===== src/rtl/core/ipol_pkg.sv =====
// ----------------------------------------------------------------------------
// ipol_pkg
// Types and constants shared by the IPv4 option list parser and its parts.
// ----------------------------------------------------------------------------
package ipol_pkg;

    localparam logic [5:0] MAX_DATA        = 6'd38;
    localparam logic [5:0] MAX_AREA        = 6'd40;
    localparam logic [5:0] MAX_OPTIONS_RST = 6'd40;

    localparam logic [7:0] OPT_EOL = 8'd0;
    localparam logic [7:0] OPT_NOP = 8'd1;
    localparam logic [7:0] MIN_LEN = 8'd2;

    localparam logic [0:0] REG_MAX_OPTIONS = 1'b0;

    localparam logic [1:0] KIND_HEADER = 2'd0;
    localparam logic [1:0] KIND_DATA   = 2'd1;
    localparam logic [1:0] KIND_END    = 2'd2;

    localparam logic [1:0] ST_OK        = 2'd0;
    localparam logic [1:0] ST_NO_LENGTH = 2'd1;
    localparam logic [1:0] ST_SHORT_LEN = 2'd2;
    localparam logic [1:0] ST_OVERRUN   = 2'd3;

    typedef enum logic [3:0] {
        PH_FIN  = 4'b0001,
        PH_TYPE = 4'b0010,
        PH_LEN  = 4'b0100,
        PH_DATA = 4'b1000
    } t_phase;

    typedef struct packed {
        logic [1:0] kind;
        logic [7:0] option_type;
        logic [7:0] option_length;
        logic [5:0] data_index;
        logic [7:0] data_value;
        logic [5:0] option_count;
        logic [1:0] status;
        logic       last_of_item;
    } t_rec;

    typedef struct packed {
        logic [1:0] num;
        t_rec       rec_a;
        t_rec       rec_b;
    } t_push;

endpackage


===== src/rtl/core/ipol_parse.sv =====
// ----------------------------------------------------------------------------
// ipol_parse
// Option parser state and per-byte decode; emits up to two records per beat.
// ----------------------------------------------------------------------------
module ipol_parse (
    input  logic                i_clk,
    input  logic                i_rst_n,
    input  logic                i_accept,
    input  logic [7:0]          i_byte_value,
    input  logic                i_first_byte,
    input  logic [5:0]          i_area_len,
    input  logic [5:0]          i_max_options,
    output ipol_pkg::t_push     o_push
);

    ipol_pkg::t_phase r_phase, n_phase;
    logic [5:0] r_pos, n_pos;
    logic [5:0] r_start, n_start;
    logic [7:0] r_type, n_type;
    logic [7:0] r_len, n_len;
    logic [5:0] r_drx, n_drx;
    logic [5:0] r_found, n_found;
    logic [5:0] r_area, n_area;

    ipol_pkg::t_phase e_phase;
    logic [5:0] e_pos, e_start, e_drx, e_found, e_area, alen_sat;
    logic [7:0] e_type, e_len;
    logic [6:0] pos_inc;
    logic [8:0] opt_end;
    logic       fin, hdr, dat, complete;
    logic [1:0] fin_st;
    logic [7:0] hdr_type, hdr_len;
    ipol_pkg::t_rec rec_end, rec_hdr, rec_dat;

    always_comb begin
        alen_sat = (i_area_len > ipol_pkg::MAX_AREA) ? ipol_pkg::MAX_AREA : i_area_len;
        e_phase  = i_first_byte ? ipol_pkg::PH_TYPE : r_phase;
        e_pos    = i_first_byte ? 6'd0 : r_pos;
        e_start  = i_first_byte ? 6'd0 : r_start;
        e_type   = i_first_byte ? 8'd0 : r_type;
        e_len    = i_first_byte ? 8'd0 : r_len;
        e_drx    = i_first_byte ? 6'd0 : r_drx;
        e_found  = i_first_byte ? 6'd0 : r_found;
        e_area   = i_first_byte ? alen_sat : r_area;
        pos_inc  = {1'b0, e_pos} + 7'd1;
        opt_end  = {3'b000, e_start} + {1'b0, e_len};

        n_phase  = r_phase;
        n_pos    = r_pos;
        n_start  = r_start;
        n_type   = r_type;
        n_len    = r_len;
        n_drx    = r_drx;
        n_found  = r_found;
        n_area   = r_area;
        fin      = 1'b0;
        fin_st   = ipol_pkg::ST_OK;
        hdr      = 1'b0;
        dat      = 1'b0;
        complete = 1'b0;
        hdr_type = 8'd0;
        hdr_len  = 8'd0;

        if (i_accept && (i_first_byte || r_phase != ipol_pkg::PH_FIN)) begin
            n_phase = e_phase;
            n_pos   = e_pos;
            n_start = e_start;
            n_type  = e_type;
            n_len   = e_len;
            n_drx   = e_drx;
            n_found = e_found;
            n_area  = e_area;
            if (i_first_byte && alen_sat == 6'd0) begin
                fin = 1'b1;
            end else begin
                n_pos = pos_inc[5:0];
                case (e_phase)
                    ipol_pkg::PH_TYPE: begin
                        if (e_found >= i_max_options) begin
                            fin = 1'b1;
                        end else begin
                            n_start = e_pos;
                            n_type  = i_byte_value;
                            n_len   = 8'd0;
                            n_drx   = 6'd0;
                            if (i_byte_value == ipol_pkg::OPT_EOL ||
                                i_byte_value == ipol_pkg::OPT_NOP) begin
                                n_found  = e_found + 6'd1;
                                hdr      = 1'b1;
                                hdr_type = i_byte_value;
                                if (i_byte_value == ipol_pkg::OPT_EOL) begin
                                    fin = 1'b1;
                                end else begin
                                    complete = 1'b1;
                                end
                            end else if (pos_inc >= {1'b0, e_area}) begin
                                fin    = 1'b1;
                                fin_st = ipol_pkg::ST_NO_LENGTH;
                            end else begin
                                n_phase = ipol_pkg::PH_LEN;
                            end
                        end
                    end
                    ipol_pkg::PH_LEN: begin
                        n_len = i_byte_value;
                        if (i_byte_value < ipol_pkg::MIN_LEN) begin
                            fin    = 1'b1;
                            fin_st = ipol_pkg::ST_SHORT_LEN;
                        end else if ({3'b000, e_start} + {1'b0, i_byte_value} >
                                     {3'b000, e_area}) begin
                            fin    = 1'b1;
                            fin_st = ipol_pkg::ST_OVERRUN;
                        end else begin
                            n_found  = e_found + 6'd1;
                            hdr      = 1'b1;
                            hdr_type = e_type;
                            hdr_len  = i_byte_value;
                            if (i_byte_value == ipol_pkg::MIN_LEN) begin
                                complete = 1'b1;
                            end else begin
                                n_phase = ipol_pkg::PH_DATA;
                            end
                        end
                    end
                    ipol_pkg::PH_DATA: begin
                        dat   = (e_drx < ipol_pkg::MAX_DATA);
                        n_drx = e_drx + 6'd1;
                        if (opt_end <= {2'b00, pos_inc}) begin
                            complete = 1'b1;
                        end
                    end
                    default: begin
                        n_phase = ipol_pkg::PH_FIN;
                    end
                endcase
                if (complete) begin
                    n_phase = ipol_pkg::PH_TYPE;
                    if (pos_inc >= {1'b0, e_area}) begin
                        fin = 1'b1;
                    end
                end
            end
            if (fin) begin
                n_phase = ipol_pkg::PH_FIN;
            end
        end

        rec_end = '{kind: ipol_pkg::KIND_END, option_type: 8'd0, option_length: 8'd0,
                    data_index: 6'd0, data_value: 8'd0, option_count: n_found,
                    status: fin_st, last_of_item: 1'b1};
        rec_hdr = '{kind: ipol_pkg::KIND_HEADER, option_type: hdr_type,
                    option_length: hdr_len, data_index: 6'd0, data_value: 8'd0,
                    option_count: n_found, status: ipol_pkg::ST_OK, last_of_item: !fin};
        rec_dat = '{kind: ipol_pkg::KIND_DATA, option_type: e_type, option_length: e_len,
                    data_index: e_drx, data_value: i_byte_value, option_count: n_found,
                    status: ipol_pkg::ST_OK, last_of_item: !fin};

        o_push.rec_b = rec_end;
        if (hdr) begin
            o_push.rec_a = rec_hdr;
        end else if (dat) begin
            o_push.rec_a = rec_dat;
        end else begin
            o_push.rec_a = rec_end;
        end
        o_push.num = {1'b0, (hdr || dat || fin)} + {1'b0, ((hdr || dat) && fin)};
    end

    always_ff @(posedge i_clk) begin
        if (!i_rst_n) begin
            r_phase <= ipol_pkg::PH_FIN;
            r_pos   <= 6'd0;
            r_start <= 6'd0;
            r_type  <= 8'd0;
            r_len   <= 8'd0;
            r_drx   <= 6'd0;
            r_found <= 6'd0;
            r_area  <= 6'd0;
        end else begin
            r_phase <= n_phase;
            r_pos   <= n_pos;
            r_start <= n_start;
            r_type  <= n_type;
            r_len   <= n_len;
            r_drx   <= n_drx;
            r_found <= n_found;
            r_area  <= n_area;
        end
    end

endmodule


===== src/rtl/core/ipol_rec_fifo.sv =====
// ----------------------------------------------------------------------------
// ipol_rec_fifo
// Result record queue; takes up to two records per cycle, gives one per beat.
// ----------------------------------------------------------------------------
module ipol_rec_fifo #(
    parameter int DEPTH = 4
) (
    input  logic             i_clk,
    input  logic             i_rst_n,
    input  ipol_pkg::t_push  i_push,
    input  logic             i_pop,
    output logic             o_room,
    output logic             o_valid,
    output ipol_pkg::t_rec   o_head
);

    localparam int PW = $clog2(DEPTH);
    localparam int CW = $clog2(DEPTH + 1);

    ipol_pkg::t_rec r_slot [DEPTH];
    logic [PW-1:0]  r_wr, n_wr, r_rd, n_rd, wr_nx;
    logic [CW-1:0]  r_cnt, n_cnt;

    function automatic logic [PW-1:0] wrap_inc(input logic [PW-1:0] p);
        return (p == PW'(DEPTH - 1)) ? '0 : p + 1'b1;
    endfunction

    always_comb begin
        wr_nx   = wrap_inc(r_wr);
        o_valid = (r_cnt != '0);
        o_room  = (r_cnt <= CW'(DEPTH - 2));
        o_head  = r_slot[r_rd];
        n_rd    = i_pop ? wrap_inc(r_rd) : r_rd;
        case (i_push.num)
            2'd1:    n_wr = wr_nx;
            2'd2:    n_wr = wrap_inc(wr_nx);
            default: n_wr = r_wr;
        endcase
        n_cnt = r_cnt + CW'(i_push.num) - CW'(i_pop);
    end

    always_ff @(posedge i_clk) begin
        if (i_push.num != 2'd0) begin
            r_slot[r_wr] <= i_push.rec_a;
        end
        if (i_push.num == 2'd2) begin
            r_slot[wr_nx] <= i_push.rec_b;
        end
    end

    always_ff @(posedge i_clk) begin
        if (!i_rst_n) begin
            r_wr  <= '0;
            r_rd  <= '0;
            r_cnt <= '0;
        end else begin
            r_wr  <= n_wr;
            r_rd  <= n_rd;
            r_cnt <= n_cnt;
        end
    end

endmodule


===== src/rtl/core/ipv4_option_list_parser.sv =====
// Latency: a byte's first record is offered on the cycle after the byte's beat if no earlier record is queued.
// Throughput: one byte per cycle while the queue has room; a byte with two records holds the output for both,
// and a FIFO_DEPTH-entry record queue absorbs that while input keeps flowing.
// Input ready stays high while the queue has room for two records.
// Reset (synchronous, active low) empties the queue, parks the parser until a first
// byte, and sets max_options to 40.
// ----------------------------------------------------------------------------
// ipv4_option_list_parser
// IPv4 options area parser with an APB register for the option limit.
// ----------------------------------------------------------------------------
module ipv4_option_list_parser #(
    parameter int FIFO_DEPTH = 4
) (
    input  logic        i_clk,
    input  logic        i_rst_n,
    input  logic        i_valid,
    output logic        o_ready,
    input  logic [7:0]  i_byte_value,
    input  logic        i_first_byte,
    input  logic [5:0]  i_area_len,
    output logic        o_valid,
    input  logic        i_ready,
    output logic [1:0]  o_kind,
    output logic [7:0]  o_option_type,
    output logic [7:0]  o_option_length,
    output logic [5:0]  o_data_index,
    output logic [7:0]  o_data_value,
    output logic [5:0]  o_option_count,
    output logic [1:0]  o_status,
    output logic        o_last_of_item,
    input  logic        psel,
    input  logic        penable,
    input  logic        pwrite,
    input  logic [2:0]  paddr,
    input  logic [31:0] pwdata,
    output logic [31:0] prdata,
    output logic        pready
);

    logic [5:0]      r_max_options;
    logic            room;
    ipol_pkg::t_push push;
    ipol_pkg::t_rec  head;

    assign pready = 1'b1;
    assign prdata = (paddr[2] == ipol_pkg::REG_MAX_OPTIONS) ? {26'd0, r_max_options} : 32'd0;

    always_ff @(posedge i_clk) begin
        if (!i_rst_n) begin
            r_max_options <= ipol_pkg::MAX_OPTIONS_RST;
        end else if (psel && penable && pwrite && pready &&
                     paddr[2] == ipol_pkg::REG_MAX_OPTIONS) begin
            r_max_options <= pwdata[5:0];
        end
    end

    assign o_ready = room;

    ipol_parse u_parse (
        .i_clk         (i_clk),
        .i_rst_n       (i_rst_n),
        .i_accept      (i_valid && o_ready),
        .i_byte_value  (i_byte_value),
        .i_first_byte  (i_first_byte),
        .i_area_len    (i_area_len),
        .i_max_options (r_max_options),
        .o_push        (push)
    );

    ipol_rec_fifo #(
        .DEPTH (FIFO_DEPTH)
    ) u_fifo (
        .i_clk   (i_clk),
        .i_rst_n (i_rst_n),
        .i_push  (push),
        .i_pop   (o_valid && i_ready),
        .o_room  (room),
        .o_valid (o_valid),
        .o_head  (head)
    );

    assign o_kind          = head.kind;
    assign o_option_type   = head.option_type;
    assign o_option_length = head.option_length;
    assign o_data_index    = head.data_index;
    assign o_data_value    = head.data_value;
    assign o_option_count  = head.option_count;
    assign o_status        = head.status;
    assign o_last_of_item  = head.last_of_item;

endmodule


===== config.mk =====
export PLATFORM = sky130hd
export DESIGN_NAME = ipv4_option_list_parser
export DESIGN_NICKNAME = d
export VERILOG_FILES = /design/src/rtl/core/ipol_pkg.sv /design/src/rtl/core/ipol_parse.sv /design/src/rtl/core/ipol_rec_fifo.sv /design/src/rtl/core/ipv4_option_list_parser.sv
export SDC_FILE = /design/constraint.sdc
export NUM_CORES = 1
export LEC_CHECK = 0
export ABC_AREA = 0
export BUFFER_PORTS_ARGS = -buffer_cell sky130_fd_sc_hd__buf_4
export CORE_ASPECT_RATIO = 0.5
export CORE_MARGIN = 2
export CORE_UTILIZATION = 65
export CTS_BUF_LIST = sky130_fd_sc_hd__clkbuf_4 sky130_fd_sc_hd__clkbuf_8
export CTS_CLUSTER_DIAMETER = 120
export DETAILED_ROUTE_END_ITERATION = 10
export HOLD_SLACK_MARGIN = 0.02
export PLACE_DENSITY = 0.87
export SYNTH_ARGS = -nofsm -noshare
export SYNTH_HDL_FRONTEND = slang
export SYNTH_SLANG_ARGS = --single-unit

===== constraint.sdc =====
create_clock -name i_clk -period 9.55 [get_ports i_clk]
set_input_delay 0.4775 -clock i_clk [delete_from_list [all_inputs] [get_ports i_clk]]
set_output_delay 0.4775 -clock i_clk [all_outputs]
set_load 0.02 [all_outputs]

==> results_dict.tcl <==
set metrics [dict create \
    hpwl_um 22200 \
    end_kind "flip-flop" \
    async_flop_share 0 \
    vias 10700 \
    syn_inst 1284 \
    vdd_drop_max_mv 0.104 \
    reg2reg_depth 21 \
    cts_resized 0 \
    die_y_um 99.7 \
    synthTopCellsByCount "dfxtp_1 (197), nor2_1 (133), nand2_1 (115)" \
    cts_setup_buffers 0 \
    yosysUniqueCellTypes 76 \
    die_area_sq_mm 0.0195 \
    cp_max_fo 57 \
    min_period_ps 7350 \
    area_growth_pct 10.2 \
    min_path_type "input pin to flip-flop" \
    nNetsFinal 1424 \
    cts_tree "done" \
    final_antenna_net_count 0 \
    syn_area_sq_mm 0.0119 \
    grt_busiest_layer "met2" \
    grt_pass1_vias 10400 \
    p_leak_nw 5.21 \
    gp_congestion 0.941 \
    ys_ff_latch 229 \
    hold_viol 0 \
    crit_arrival_ps 7630 \
    synthTopCellsByArea "dfxtp_1 (33%), edfxtp_1 (8.1%), mux4_2 (7.7%)" \
    ios 133 \
    fin_worst_skew_ps 33.3 \
    clk_latency_ps 550 \
    cts_buffers 34 \
    outcome "finished, final reports clean" \
    cts_root_buf "clkbuf_8" \
    startpoint_type "input pin" \
    met3_usage 0.0885 \
    post-route-period-util 0.770 \
    coreArea_sq_mm 0.0177 \
    holdBufCountCts 0 \
    setup_viol 0 \
    hold_depth 3 \
    timing.fmax_mhz 136 \
    clk_path_buf_depth 3 \
    p_per_area_mw_per_mm2 178 \
    rsz0062_at_grt "false" \
    wl_um 34000 \
    clkSlewWorstSetupHoldPaths_ps 70 \
    gr-total-overflow 0 \
    setup-tns-final_ps 0 \
    cts_sinks 229 \
    drv_cap 0 \
    worstSetupPathType "input pin to flip-flop" \
    fill_cells 1236 \
    tightest_slew_ps 1280 \
    via_per_inst 6.76 \
    rows 34 \
    drive_above_1_share 0.164 \
    netlist.area_leader.share 0.331 \
    yosys_warnings 0 \
    port_buffers 77 \
    syn_avg_cell_area_sq_um 9.28 \
    yosysSeqAreaShare 0.412 \
    route.detailed.drc 0 \
    antenna_found_initial 0 \
    holdWs_ps 181 \
    drt-initial-drc-count 1386 \
    wl_per_cell_um 21.5 \
    die_w_um 195 \
    grt_max_degree 58 \
    yosysMostFrequentCell "dfxtp_1" \
    synth_top_area_cell "dfxtp_1" \
    synth_edf_count 32 \
    crit_required_ps 9820 \
    ys.flop_type "dfxtp_1" \
    drt_first_pass_iters 6 \
    drv_slew 0 \
    maxSlewHeadroom 0.143 \
    use_met2 0.567 \
    antennaDiodeCount 0 \
    grtUsageMet1 0.459 \
    initial_core_util 0.675 \
    gr-usage-all-layers 0.347 \
    grt_pass1_wl_um 53800 \
    cts_htree_levels 2 \
]
-- layout make-up --
type	count	area, sq um	area share
Inverter	33	124	0.00943
Clock inverter	13	105	0.00800
Clock buffer	49	606	0.0461
Timing Repair Buffer	86	646	0.0491
Sequential cell	229	4910	0.374
Tap cell	234	293	0.0223
Multi-Input combinational cell	935	6460	0.491
-- critical path, stage by stage --
cell and delay [ps]:
buf_4 480, inv_1 610, o21ai_0 570, ha_1 310
nand2b_1 160, a21o_1 190, maj3_1 320, a211oi_1 290
o211ai_1 250, o31ai_1 340, o211ai_1 160, a311oi_2 760
nand2b_1 250, ha_1 300, nor2b_1 230, nor2_2 170
buf_4 420, clkinv_1 590, and4_1 430, a211o_1 260
-- layer usage --
metal  up-vias  wire [um]  part of all wire
li1       4727          -                 -
met1      5150      13500              0.40
met2       713      15500              0.46
met3        81       4220              0.12
met4         0        671             0.020
met5         -          0                 0
-- per-stage QoR --
| stage | setup slack [ps] | instances | total power, W | instance area [sq um] | utilization |
|---|---|---|---|---|---|
| floorplan | 3000 | 1309 | 0.00137 | 12000 | - |
| global placement | 2220 | 1517 | 0.00148 | 12400 | 0.704 |
| detailed placement | 2000 | 1517 | 0.00150 | 12400 | 0.704 |
| CTS | 2490 | 1579 | 0.00233 | 13100 | 0.744 |
| global route | 1910 | 1579 | 0.00241 | 13100 | 0.744 |
| finish | 2200 | 1579 | 0.00233 | 13100 | 0.744 |
-- sequential cells by signal, indices dropped and copies added, names as in the netlist, 4 cells and up, named ones only --
| signal | flops |
|---|---|
| u_parse.r_area | 5 |
| u_parse.r_len | 8 |
| u_parse.r_start | 6 |
| u_parse.r_phase | 4 |
| u_fifo.r_slot | 164 |
| u_parse.r_type | 8 |
| r_max_options | 6 |
| u_parse.r_pos | 6 |
| u_parse.r_found | 6 |
| u_parse.r_drx | 6 |
-- final timing paths --
path                                      startpoint              endpoint  slack (ps)
worst max-delay path                    i_first_byte   u_fifo.r_slot[2][8]        2200
worst min-delay path                       pwdata[1]      r_max_options[1]         180
worst max register to register    u_parse.r_start[0]   u_fifo.r_slot[2][8]        2540
worst min register to register  u_fifo.r_slot[3][38]  u_fifo.r_slot[3][38]         460
-- placed cells by master, fill, tap and decap left out, drive strengths merged, types with 30 or more instances in the layout --
cell type and count:
a21oi 81, a22o 49, a22oi 40, buf 86, clkbuf 49, dfxtp 197, edfxtp 32, ha 47
inv 32, mux4 41, nand2 115, nand3 49, nor2 135, nor2b 30, o21ai 77
-- cells by family after synthesis --
group                    Yosys count  share of synthesized area
AO/OA/AOI/OAI                    339                      0.195
XOR/XNOR                          25                     0.0207
adder cells (fa/ha/maj)           49                     0.0519
buffers and inverters            145                     0.0558
flip-flops                       229                      0.412
multiplexers                      47                     0.0825
other                              2                   0.000630
AND/OR/NAND/NOR                  448                      0.182
-- power breakdown --
part           internal [W]  total (W)  switching [W]
Sequential          0.00101    0.00105      0.0000340
Clock              0.000444   0.000849       0.000404
Combinational      0.000179   0.000437       0.000259
Note: power is estimated with default switching activity, not from simulation.
